--- src/hw/rtl/sensor_filter_threshold_monitor_core_defines.svh ---
// assertion macros for the sensor filter threshold monitor
// included by rtl files that carry concurrent assertions, no other dependency
`ifndef SENSOR_FILTER_THRESHOLD_MONITOR_CORE_DEFINES_SVH
`define SENSOR_FILTER_THRESHOLD_MONITOR_CORE_DEFINES_SVH

// same-cycle implication, disabled during reset
`define SFTM_ASSERT_NOW(label, clk, rst, ante, cons, msg) \
   label: assert property (@(posedge clk) disable iff (rst) (ante) |-> (cons)) \
      else $error(msg);

// next-cycle implication, disabled during reset
`define SFTM_ASSERT_NEXT(label, clk, rst, ante, cons, msg) \
   label: assert property (@(posedge clk) disable iff (rst) (ante) |=> (cons)) \
      else $error(msg);

`endif

--- src/hw/rtl/sftm_pkg.sv ---
// shared types and constants of the sensor filter threshold monitor
// no dependencies
`default_nettype none

package sftm_pkg;

   localparam int SAMPLE_W    = 16;
   localparam int ID_W        = 8;
   localparam int ID_COUNT    = 2 ** ID_W;
   localparam int COUNT_OUT_W = 16;
   localparam int CNT_EXT_W   = 32;
   localparam int FILL_W      = 2;
   localparam int CLASS_NUM   = 4;
   localparam int CLASS_IDX_W = 2;
   localparam int HIST_W      = 2 * SAMPLE_W;
   localparam int SUM_W       = SAMPLE_W + 2;
   localparam int MODE_W      = 2;
   localparam int LEVEL_W     = 3;
   localparam int FWD_DEPTH   = 3;

   localparam int SENSOR_COUNT_DEF = 256;
   localparam int COUNT_WIDTH_DEF  = 16;

   localparam logic [FILL_W-1:0] FILL_PAIR = 2'd2;
   localparam logic [FILL_W-1:0] FILL_FULL = 2'd3;

   localparam logic [MODE_W-1:0] MODE_RAW    = 2'd0;
   localparam logic [MODE_W-1:0] MODE_MEAN   = 2'd1;
   localparam logic [MODE_W-1:0] MODE_MEDIAN = 2'd2;

   // divide by three: multiply by ceil(2^17 / 3), exact for magnitudes below 2^17
   localparam int                 DIV3_W     = SUM_W - 1;
   localparam int                 DIV3_SHIFT = 17;
   localparam logic [DIV3_W-1:0]  DIV3_RECIP = 17'd43691;

   typedef enum logic [LEVEL_W-1:0] {
      LEVEL_NONE       = 3'd0,
      LEVEL_WARN_HIGH  = 3'd1,
      LEVEL_ALARM_HIGH = 3'd2,
      LEVEL_WARN_LOW   = 3'd3,
      LEVEL_ALARM_LOW  = 3'd4
   } level_type;

   typedef struct packed {
      logic [SAMPLE_W-1:0] warn_low;
      logic [SAMPLE_W-1:0] warn_high;
      logic [SAMPLE_W-1:0] alarm_lo;
      logic [SAMPLE_W-1:0] alarm_hi;
   } thresh_type;

   typedef struct packed {
      logic [FILL_W-1:0]   fill;
      logic [SUM_W-1:0]    sum;
      logic [SAMPLE_W-1:0] median;
      logic [SAMPLE_W-1:0] sample;
   } filt_in_type;

endpackage

`default_nettype wire

--- src/hw/rtl/sftm_filter.sv ---
// filter select: raw sample, truncating mean or median of the stored samples
// depends on sftm_pkg
`default_nettype none

module sftm_filter (
   input  wire logic [sftm_pkg::MODE_W-1:0]   mode,
   input  wire sftm_pkg::filt_in_type         filt_in,
   output      logic [sftm_pkg::SAMPLE_W-1:0] filtered
);

   logic                                 neg;
   logic [sftm_pkg::SUM_W-1:0]           mag;
   logic [2*sftm_pkg::DIV3_W-1:0]        prod;
   logic [sftm_pkg::DIV3_W-1:0]          quot;
   logic [sftm_pkg::DIV3_W-1:0]          third;
   logic [sftm_pkg::SUM_W-1:0]           half_sum;
   logic [sftm_pkg::SAMPLE_W-1:0]        mean;

   always_comb begin
      neg   = filt_in.sum[sftm_pkg::SUM_W-1];
      mag   = neg ? -filt_in.sum : filt_in.sum;
      prod  = mag[sftm_pkg::DIV3_W-1:0] * sftm_pkg::DIV3_RECIP;
      quot  = prod[2*sftm_pkg::DIV3_W-1:sftm_pkg::DIV3_SHIFT];
      third = neg ? -quot : quot;

      // round toward zero on the halved pair sum
      half_sum = filt_in.sum + {{(sftm_pkg::SUM_W-1){1'b0}}, neg};

      if (filt_in.fill == sftm_pkg::FILL_FULL) begin
         mean = third[sftm_pkg::SAMPLE_W-1:0];
      end else if (filt_in.fill == sftm_pkg::FILL_PAIR) begin
         mean = half_sum[sftm_pkg::SAMPLE_W:1];
      end else begin
         mean = filt_in.sample;
      end

      case (mode)
         sftm_pkg::MODE_RAW:    filtered = filt_in.sample;
         sftm_pkg::MODE_MEAN:   filtered = mean;
         sftm_pkg::MODE_MEDIAN: filtered = filt_in.median;
         default:               filtered = filt_in.sample;
      endcase
   end

endmodule

`default_nettype wire

--- config.mk ---
export PLATFORM = sky130hd
export DESIGN_NAME = sftm_filter
export DESIGN_NICKNAME = d
export VERILOG_FILES = /design/src/hw/rtl/sensor_filter_threshold_monitor_core_defines.svh /design/src/hw/rtl/sftm_pkg.sv /design/src/hw/rtl/sftm_filter.sv
export SDC_FILE = /design/constraint.sdc
export NUM_CORES = 1
export LEC_CHECK = 0
export BUFFER_PORTS_ARGS = -buffer_cell sky130_fd_sc_hd__buf_2
export CAP_MARGIN = 15
export CORE_AREA = 2 2 157 159
export DETAILED_ROUTE_END_ITERATION = 16
export DIE_AREA = 0 0 159 161
export PLACE_DENSITY = 0.55
export SLEW_MARGIN = 5
export SYNTH_ARGS = -nofsm -noshare
export SYNTH_HDL_FRONTEND = slang
export SYNTH_SLANG_ARGS = --single-unit
--- constraint.sdc ---
create_clock -name vclk -period 13.1
set_clock_uncertainty 0.05 [all_clocks]
set_input_delay 1.31 -clock vclk [all_inputs]
set_output_delay 1.31 -clock vclk [all_outputs]
set_load 0.02 [all_outputs]
==> results.py <==
metrics = {
    "yosys": {
        "netlist_instances": 883,
        "yosysMostFrequentCell": "inv_1",
        "avgSynthCellArea_um2": 7.99,
        "synth_top_cell_area_share_pct": 23.2,
        "synth.distinct_cells": 77,
        "yosysTopAreaCell": "ha_1",
        "syn_area_um2": 7060,
        "yosys_warnings": 0,
        "ys_seq_area_share_pct": 0,
        "syn_nets": 1145,
        "ys_top_cells_by_count": "182 x inv_1, 131 x ha_1, 77 x fa_1",
        "ys_top_cells_by_area": "ha_1 23%, fa_1 22%, inv_1 9.7%, xnor2_1 6.6%, xor2_1 3.5%",
    },
    "layout": {
        "antenna_cells": 0,
        "drive_above_1_share_pct": 11.2,
        "regArea_um2": 0,
        "seq_cells": 0,
        "nClkBuffers": 0,
        "fin_nets": 1193,
        "areaGrowthSynthToFinish_pct": 9.13,
    },
    "global_routing": {
        "grt.total_usage_pct": 15.7,
        "antenna_found_initial": 0,
        "grt_pass1_vias": 6091,
        "grt_pass1_wl_um": 33000,
        "grt_max_degree": 23,
        "grt_overflow": 0,
    },
    "placed_design": {
        "gp_congestion": 0.829,
        "dp_hpwl_um": 18200,
        "port_buffers": 70,
    },
    "sta": {
        "setup-violations-final": 0,
        "min_period_ns": 10.73,
        "max_freq_mhz": 93.2,
        "setup_tns_ns": 0,
        "hold_viol": 0,
        "period_share_pct": 81.9,
        "drv_slew": 0,
        "rsz0062_at_grt": "false",
        "relSlewSlack_pct": 39.1,
        "tightest_slew_ns": 0.907,
    },
    "critical_path": {
        "slowest_delay_ns": 0.56,
        "worst-setup-path-type": "in2out",
        "critical_path.slowest_cell": "fa_1",
        "cp-start-kind": "primary input",
        "end_kind": "output port",
        "crit_required_ns": 11.74,
        "critPathArrivalTime_ns": 9.37,
        "cpLargestDelayFamily": "simple AND/OR/NAND/NOR gates",
        "worstPathMaxFanout": 8,
        "crit_buf_inv": 7,
        "worst_path_most_repeated_cell": "inv_1",
    },
    "floorplan": {
        "initial_core_util_pct": 29.5,
        "design.die.area_um2": 25600,
        "ios": 70,
        "fp.dieH_um": 161,
        "core_area_um2": 24000,
        "rows": 57,
        "fp.dieW_um": 159,
    },
    "drt": {
        "first_pass_iters": 6,
        "avgViaCountPerCell": 4.95,
        "first_iter_violations": 447,
        "vias": 6206,
        "ant_nets": 0,
        "wl_um": 20000,
        "route.detailed.drc": 0,
        "wl_per_cell_um": 15.9,
    },
    "clock_network": {
        "cts_setup_buffers": 0,
        "cts_resized": 0,
        "postCtsHoldBufs": 0,
    },
    "worst_hold_path": {
        "hold_class": "in2out",
    },
    "status": {
        "status": "finished, final reports clean",
    },
    "flow_run": {
        "maxCapViolCount": 0,
    },
}
## final timing paths
kind	cells past startpoint	endpoint	startpoint
worst min-delay path	3	filtered[10]	filt_in[10]
worst max-delay path	31	filtered[10]	filt_in[34]
## layout make-up
class | instances | area [um^2]
repair buffers | 70 | 350
multi-input cells | 675 | 6260
inverters | 184 | 691
well taps | 324 | 405
fillers | 2630 | 16300
## through the flow
stage	cells	hold WS (ns)	worst slack, ns	area (um^2)	util (%)
after CTS	1253	2.92	2.30	7700	32.1
after global placement	1253	2.91	2.22	7700	32.1
after detailed placement	1253	2.92	2.34	7700	32.1
after global routing	1253	2.93	1.66	7700	32.1
after floorplan	883	2.71	3.30	7060	-
final	1253	2.91	2.37	7700	32.1
## cell usage in the layout, fill, tap and decap left out, types with 6 or more instances in the layout
cell type	n
a211oi_1	11
a21oi_1	48
a22oi_1	7
a31oi_1	6
and2_1	8
and3_1	9
buf_2	70
fa_1	77
ha_1	131
inv_1	182
nand2_1	52
nand3_1	21
nand4_1	9
nor2_1	51
nor2b_1	6
nor3_1	8
o211ai_1	9
o21ai_0	36
o21ai_1	8
o31ai_1	6
xnor2_1	53
xor2_1	28
## layer usage
metal / global-route usage (%) / vias up / wire length (um)
li1: - / 3059 / -
met1: 23.8 / 2987 / 9780
met2: 25.2 / 137 / 8920
met3: 0.591 / 23 / 790
met4: 2.73 / 0 / 452
met5: 0 / - / 0
## cells by family (layout without fill, tap and decap cells)
logic type                 after synthesis  in the layout  share of synthesized area [%]
AOI/OAI and AO/OA                      183            183                           17.8
xor gates and xnor gates                82             82                           10.3
adders and majority gates              208            208                           45.1
buffers and inverters                  208            254                           11.4
muxes                                    5              5                          0.780
and+or+nand+nor                        197            197                           14.7
Power is left out: the tool's default activity adds up to more than one toggle a clock period on the data nets, which glitch-free logic cannot reach.
