## src/hw/rtl/sensor_filter_threshold_monitor_core_defines.svh

```systemverilog
// assertion macros for the sensor filter threshold monitor
// included by rtl files that carry concurrent assertions, no other dependency
`ifndef SENSOR_FILTER_THRESHOLD_MONITOR_CORE_DEFINES_SVH
`define SENSOR_FILTER_THRESHOLD_MONITOR_CORE_DEFINES_SVH

// same-cycle implication, disabled during reset
`define SFTM_ASSERT_NOW(label, clk, rst, ante, cons, msg) \
   label: assert property (@(posedge clk) disable iff (rst) (ante) |-> (cons)) \
      else $error(msg);

// next-cycle implication, disabled during reset
`define SFTM_ASSERT_NEXT(label, clk, rst, ante, cons, msg) \
   label: assert property (@(posedge clk) disable iff (rst) (ante) |=> (cons)) \
      else $error(msg);

`endif

```

## src/hw/rtl/sftm_pkg.sv

```systemverilog
// shared types and constants of the sensor filter threshold monitor
// no dependencies
`default_nettype none

package sftm_pkg;

   localparam int SAMPLE_W    = 16;
   localparam int ID_W        = 8;
   localparam int ID_COUNT    = 2 ** ID_W;
   localparam int COUNT_OUT_W = 16;
   localparam int CNT_EXT_W   = 32;
   localparam int FILL_W      = 2;
   localparam int CLASS_NUM   = 4;
   localparam int CLASS_IDX_W = 2;
   localparam int HIST_W      = 2 * SAMPLE_W;
   localparam int SUM_W       = SAMPLE_W + 2;
   localparam int MODE_W      = 2;
   localparam int LEVEL_W     = 3;
   localparam int FWD_DEPTH   = 3;

   localparam int SENSOR_COUNT_DEF = 256;
   localparam int COUNT_WIDTH_DEF  = 16;

   localparam logic [FILL_W-1:0] FILL_PAIR = 2'd2;
   localparam logic [FILL_W-1:0] FILL_FULL = 2'd3;

   localparam logic [MODE_W-1:0] MODE_RAW    = 2'd0;
   localparam logic [MODE_W-1:0] MODE_MEAN   = 2'd1;
   localparam logic [MODE_W-1:0] MODE_MEDIAN = 2'd2;

   // divide by three: multiply by ceil(2^17 / 3), exact for magnitudes below 2^17
   localparam int                 DIV3_W     = SUM_W - 1;
   localparam int                 DIV3_SHIFT = 17;
   localparam logic [DIV3_W-1:0]  DIV3_RECIP = 17'd43691;

   typedef enum logic [LEVEL_W-1:0] {
      LEVEL_NONE       = 3'd0,
      LEVEL_WARN_HIGH  = 3'd1,
      LEVEL_ALARM_HIGH = 3'd2,
      LEVEL_WARN_LOW   = 3'd3,
      LEVEL_ALARM_LOW  = 3'd4
   } level_type;

   typedef struct packed {
      logic [SAMPLE_W-1:0] warn_low;
      logic [SAMPLE_W-1:0] warn_high;
      logic [SAMPLE_W-1:0] alarm_lo;
      logic [SAMPLE_W-1:0] alarm_hi;
   } thresh_type;

   typedef struct packed {
      logic [FILL_W-1:0]   fill;
      logic [SUM_W-1:0]    sum;
      logic [SAMPLE_W-1:0] median;
      logic [SAMPLE_W-1:0] sample;
   } filt_in_type;

endpackage

`default_nettype wire

```

## src/hw/rtl/sftm_class.sv

```systemverilog
// threshold classifier, warning high first, then alarm high, warning low, alarm low
// depends on sftm_pkg
`default_nettype none

module sftm_class (
   input  wire logic [sftm_pkg::SAMPLE_W-1:0] filtered,
   input  wire sftm_pkg::thresh_type          thresh,
   output      sftm_pkg::level_type           level
);

   logic ge_warn_high;
   logic lt_alarm_high;
   logic le_warn_low;
   logic gt_alarm_low;

   always_comb begin
      ge_warn_high  = $signed(filtered) >= $signed(thresh.warn_high);
      lt_alarm_high = $signed(filtered) <  $signed(thresh.alarm_hi);
      le_warn_low   = $signed(filtered) <= $signed(thresh.warn_low);
      gt_alarm_low  = $signed(filtered) >  $signed(thresh.alarm_lo);

      if (ge_warn_high && lt_alarm_high) begin
         level = sftm_pkg::LEVEL_WARN_HIGH;
      end else if (!lt_alarm_high) begin
         level = sftm_pkg::LEVEL_ALARM_HIGH;
      end else if (le_warn_low && gt_alarm_low) begin
         level = sftm_pkg::LEVEL_WARN_LOW;
      end else if (!gt_alarm_low) begin
         level = sftm_pkg::LEVEL_ALARM_LOW;
      end else begin
         level = sftm_pkg::LEVEL_NONE;
      end
   end

endmodule

`default_nettype wire

```

## config.mk

```make
export PLATFORM = sky130hd
export DESIGN_NAME = sftm_class
export DESIGN_NICKNAME = d
export VERILOG_FILES = /design/src/hw/rtl/sensor_filter_threshold_monitor_core_defines.svh /design/src/hw/rtl/sftm_pkg.sv /design/src/hw/rtl/sftm_class.sv
export SDC_FILE = /design/constraint.sdc
export NUM_CORES = 1
export LEC_CHECK = 0
export ABC_AREA = 1
export ABC_CLOCK_PERIOD_IN_PS = 2700
export BUFFER_PORTS_ARGS = -buffer_cell sky130_fd_sc_hd__clkbuf_2
export CAP_MARGIN = 10
export CORE_ASPECT_RATIO = 1.1
export CORE_UTILIZATION = 53
export DETAILED_ROUTE_END_ITERATION = 8
export PLACE_DENSITY = 0.89
export SLEW_MARGIN = 20
export SYNTH_ARGS = -nofsm -noshare
export SYNTH_HDL_FRONTEND = slang
export SYNTH_SLANG_ARGS = --single-unit
```

## constraint.sdc

```tcl
create_clock -name vclk -period 2.7
set_input_delay 0.27 -clock vclk [all_inputs]
set_output_delay 0.27 -clock vclk [all_outputs]
set_load 0.1 [all_outputs]
```

==> results_dict.tcl, run 1 <==
set metrics [dict create \
    status "finished, violations left" \
    violations "DRC" \
    slew_viol_final 0 \
    setup_ws_ns 0.340 \
    power.switching_uw 238 \
    ios 83 \
    met3_usage_pct 0.414 \
    syn-cell-area_mm2 0.00177 \
    finalCritPeriodShare_pct 87.4 \
    path_class "in2out" \
    report.final.setup_viol 0 \
    hold_viol 0 \
    synth-compound-area-share_pct 11.2 \
    numSequentialCells 0 \
    gp_congestion 0.821 \
    antenna_found_initial 0 \
    cap_violations 0 \
    drt_iter0_markers 71 \
    die_w_um 57.2 \
    synthMuxAreaShare_pct 0 \
    gr-usage-met2_pct 42.6 \
    crit_path_start_kind "input pin" \
    cp.required_ns 2.43 \
    slew_headroom_pct 63.4 \
    ys_warn_count 0 \
    dpl_cell_area_mm2 0.00223 \
    min_path_cells 9 \
    hold_path.class "in2out" \
    cts_hold_buf 0 \
    area_growth_pct 25.8 \
    nClkBuffers 0 \
    synthSimpleGateAreaFrac_pct 26.8 \
    dr.pass1.iters 6 \
    ir_drop_uv 78.1 \
    totalWireLength_mm 3.68 \
    grt_pass1_wl_mm 6.28 \
    routedWlPerCell_um 8.93 \
    end_kind "output pin" \
    postSynthCellCount 295 \
    setup_tns_ns 0 \
    worstMarginPinSlew_ns 0.551 \
    power_leakage_uw 0.00160 \
    yosysTopAreaCell "ha_1" \
    postLayoutCellArea_mm2 0.00223 \
    powerDensity_mw_per_mm2 175 \
    remaining_drc_errors 7 \
    synth-seq-area-share_pct 0 \
    max_freq_ghz 0.424 \
    fin_util_pct 71.4 \
    dp_slack_ns 0.366 \
    worstPathMaxFanout 4 \
    sw_frac_of_total_pct 60.9 \
    use_met1_pct 23.6 \
    die_area_mm2 0.00358 \
    core-area_mm2 0.00313 \
    period_needed_ns 2.36 \
    grt.overflow.total 0 \
    dp_hpwl_mm 3.52 \
    cts-resized-gates 0 \
    fp.dieH_um 62.7 \
    synthXorXnorAreaFrac_pct 0 \
    p_int_uw 153 \
    netlist_top_cells_area "ha_1 (44%), inv_1 (17%), nand2_1 (15%), a21oi_1 (6.2%), nor2_1 (3.8%)" \
    portBuffers 83 \
    pwr-share-seq_pct 0 \
    num_antenna_cells 0 \
    regArea_um2 0 \
    vias 1953 \
    synth_cell_types 20 \
    synthAdderAreaFrac_pct 44.4 \
    synth_top_cells_by_count "inv_1 (81), nand2_1 (69), ha_1 (63)" \
    drive_gt1_share_pct 24.1 \
    synth_fp_nets 438 \
    synth_top_area_share_pct 44.4 \
    post_cts_buffers 0 \
    start_util_pct 56.7 \
    grt-busiest-layer "met2" \
    synth_area_per_cell_um2 6.01 \
    rsz0062_at_grt "no" \
    finalNetCount 523 \
    clockPowerShare_pct 0 \
    p_comb_share_pct 100.0 \
    grt_max_degree 6 \
    rows 21 \
    grt_pass1_vias 1739 \
    grt_usage_pct 20.8 \
    drt.antenna.violating_nets 0 \
    report.power.total_uw 390 \
    synth_most_common_cell "inv_1" \
    viasPerCell 4.74 \
    cp.arrival_ns 2.09 \
    synth_top_family_by_area "adder cells" \
]
==> path summary, 6_finish.rpt <==
| path | to | start | slack (ns) |
|---|---|---|---|
| worst max-delay path | level[1] | filtered[9] | 0.34 |
| worst min-delay path | level[2] | thresh[47] | 1.43 |
==> layout by cell type (no fill, tap or decap), drive strengths merged <==
cell / instances
a21o: 3
a21oi: 23
clkbuf: 83
ha: 63
inv: 83
nand2: 70
nand3: 13
nand3b: 1
nand4: 4
nor2: 21
nor3: 3
nor4: 1
o21a: 1
o21ai: 7
o21bai: 2
==> layout make-up <==
type	count	area, µm²
multi-input combinational	212	1460
fill	283	895
timing repair buffer	83	415
inverter	83	312
tap	34	42.5
==> worst max-delay path, cell delays in order <==
cell and delay, ns:
clkbuf_2 0.13, ha_1 0.33, a21oi_1 0.18, o21ai_1 0.09
a21oi_1 0.13, nand2_1 0.09, nand2_1 0.06, nand2_1 0.06
nor2_1 0.13, nand3_1 0.09, nand2_1 0.07, clkbuf_2 0.45
==> per-layer routing <==
layer	routed length, µm	up-vias	share of wire, %
li1	-	1101	-
met5	0	-	0
met2	1800	67	49
met4	57	0	1.5
met3	204	6	5.5
met1	1620	779	44
==> cell families (layout without fill, tap and decap cells) <==
kind of cell	count (synthesis)	in the layout
fa+ha+maj	63	63
simple gates	113	113
buf+inv	83	166
compound gates	36	36
==> power groups by stage <==
stage | combinational [µW] | clock (µW) | sequential [µW]
floorplan | 271 | 0 | 0
global placement | 382 | 0 | 0
detailed placement | 392 | 0 | 0
CTS | 394 | 0 | 0
global route | 448 | 0 | 0
finish | 390 | 0 | 0
==> stage by stage <==
stage	instances	hold WS, ns
after floorplan	295	1.06
after global placement	412	1.43
after detailed placement	412	1.43
after CTS	412	1.44
after global routing	412	1.51
final	412	1.43
(Power assumes the default switching activity.)
==> run 2: changes to the inputs <==
--- a/config.mk
+++ b/config.mk
@@ -13,6 +13,7 @@
 export CORE_UTILIZATION = 53
 export DETAILED_ROUTE_END_ITERATION = 8
 export PLACE_DENSITY = 0.89
+export SETUP_SLACK_MARGIN = 0.5
 export SLEW_MARGIN = 20
 export SYNTH_ARGS = -nofsm -noshare
 export SYNTH_HDL_FRONTEND = slang
==> results_dict.tcl, run 2 (synthesis results as in run 1) <==
set metrics [dict create \
    status "finished, violations left" \
    violations "DRC" \
    start_util_pct 56.7 \
    p_int_uw 222 \
    core-area_mm2 0.00313 \
    rows 21 \
    layout.cells.non_filler 413 \
    grt.overflow.total 0 \
    hold_viol 0 \
    critPathBufInv 2 \
    hold_path.class "in2out" \
    regArea_um2 0 \
    vias 2134 \
    crit_cells 12 \
    cp_cell_sequence "clkbuf_2 > ha_1 > nand2_1 > nor2_1 > nor3_1 > nand2_1 > nand2_1 > nand3_1 > nand2_2 > o21ai_1 > nor2_4 > buf_12" \
    num_antenna_cells 0 \
    powerDensity_mw_per_mm2 196 \
    slew_headroom_pct 76.5 \
    min-delay-start "thresh[48]" \
    grt_max_degree 6 \
    post-place-cells 412 \
    crit_path_start_kind "input pin" \
    totalWireLength_mm 4.88 \
    setup_tns_ns 0 \
    fp.dieH_um 62.7 \
    finalCritPeriodShare_pct 81.3 \
    p_comb_share_pct 100.0 \
    drt_iter0_markers 122 \
    slew_viol_final 0 \
    hold_end "level[1]" \
    ir_drop_uv 122 \
    cp.required_ns 2.43 \
    power.switching_uw 292 \
    clockPowerShare_pct 0 \
    report.final.setup_viol 0 \
    cts_hold_buf 0 \
    antenna_found_initial 0 \
    final_cell_mix "inv_1 (81), clkbuf_2 (75), nand2_1 (65), ha_1 (41), ha_4 (22)" \
    ios 83 \
    portBuffers 83 \
    grt_usage_pct 22.8 \
    gp_congestion 0.838 \
    crit_family "simple AND/OR/NAND/NOR gates" \
    cp.arrival_ns 1.93 \
    drive_gt1_share_pct 34.0 \
    min_path_cells 7 \
    cap_violations 0 \
    numSequentialCells 0 \
    die_w_um 57.2 \
    max_freq_ghz 0.456 \
    slowest_stage "ha_1" \
    worstMarginPinSlew_ns 0.349 \
    end_kind "output pin" \
    sw_frac_of_total_pct 56.8 \
    nClkBuffers 0 \
    drt.antenna.violating_nets 0 \
    routedWlPerCell_um 11.8 \
    fillCellCount 210 \
    path_class "in2out" \
    layout_commonest_cell "inv_1" \
    report.power.total_uw 514 \
    critPathMaxStageDelay_ns 0.33 \
    pwr-share-seq_pct 0 \
    rsz0062_at_grt "yes" \
    fin_util_pct 84.0 \
    grt_pass1_vias 1815 \
    period_needed_ns 2.20 \
    viasPerCell 5.17 \
    die_area_mm2 0.00358 \
    remaining_drc_errors 7 \
    dr.pass1.iters 7 \
    crit_top_cell "nand2_1" \
    dp_hpwl_mm 3.67 \
    grt_pass1_wl_mm 6.84 \
    power_leakage_uw 0.00163 \
    finalNetCount 524 \
    worstPathMaxFanout 4 \
    area_growth_pct 48.1 \
]
[run 2: cell types whose count changed in the layout (fill, tap and decap cells not counted), sizes merged]
cell / delta
clkbuf: -5
buf: +6
[run 2: final cells by class]
| cell class | instances | area, µm² | area share [%] |
|---|---|---|---|
| Timing Repair Buffer | 84 | 475 | 18.1 |
| Inverter | 83 | 312 | 11.9 |
| Multi-Input combinational cell | 212 | 1800 | 68.4 |
| Tap cell | 34 | 42.5 | 1.62 |
[run 2: worst max path at each step]
| stage | from | endpoint | slack (ns) |
|---|---|---|---|
| 2_1_floorplan | thresh[43] | level[1] | 0.51 |
| 3_3_place_gp | filtered[11] | level[0] | 0.42 |
| 3_5_place_dp | filtered[15] | level[0] | 0.38 |
| 4_1_cts | filtered[15] | level[0] | 0.51 |
| 5_1_grt | filtered[3] | level[1] | 0.43 |
| 6_report | filtered[7] | level[2] | 0.50 |
[run 2: through the flow]
step | instance area (µm²) | setup WS, ns | hold slack (ns)
floorplan | 1780 | 0.509 | 1.01
global placement | 2240 | 0.417 | 1.31
detailed placement | 2240 | 0.379 | 1.32
CTS | 2240 | 0.506 | 1.32
global route | 2630 | 0.433 | 1.35
finish | 2630 | 0.505 | 1.29
[run 2: layer usage]
| layer | global-route usage (%) | routed length, µm | up-vias | part of all wire [%] |
|---|---|---|---|---|
| met3 | 0 | 252 | 6 | 5.2 |
| met4 | 0 | 49 | 0 | 1.0 |
| met1 | 27.0 | 1920 | 931 | 39 |
| met5 | 0 | 0 | - | 0 |
| li1 | - | - | 1107 | - |
| met2 | 47.2 | 2660 | 90 | 54 |
[run 2: power by group through the flow]
stage	clock (µW)	combinational, µW	sequential [µW]
finish	0	514	0
global placement	0	386	0
CTS	0	404	0
detailed placement	0	399	0
floorplan	0	273	0
global route	0	571	0
[run 2: repair_timing]
action | 4_1_cts | 5_1_grt
pin swaps | 0 | 5
gates resized for setup | 2 | 58
endpoints found under the setup margin | 2 | 3
setup buffers | 0 | 1
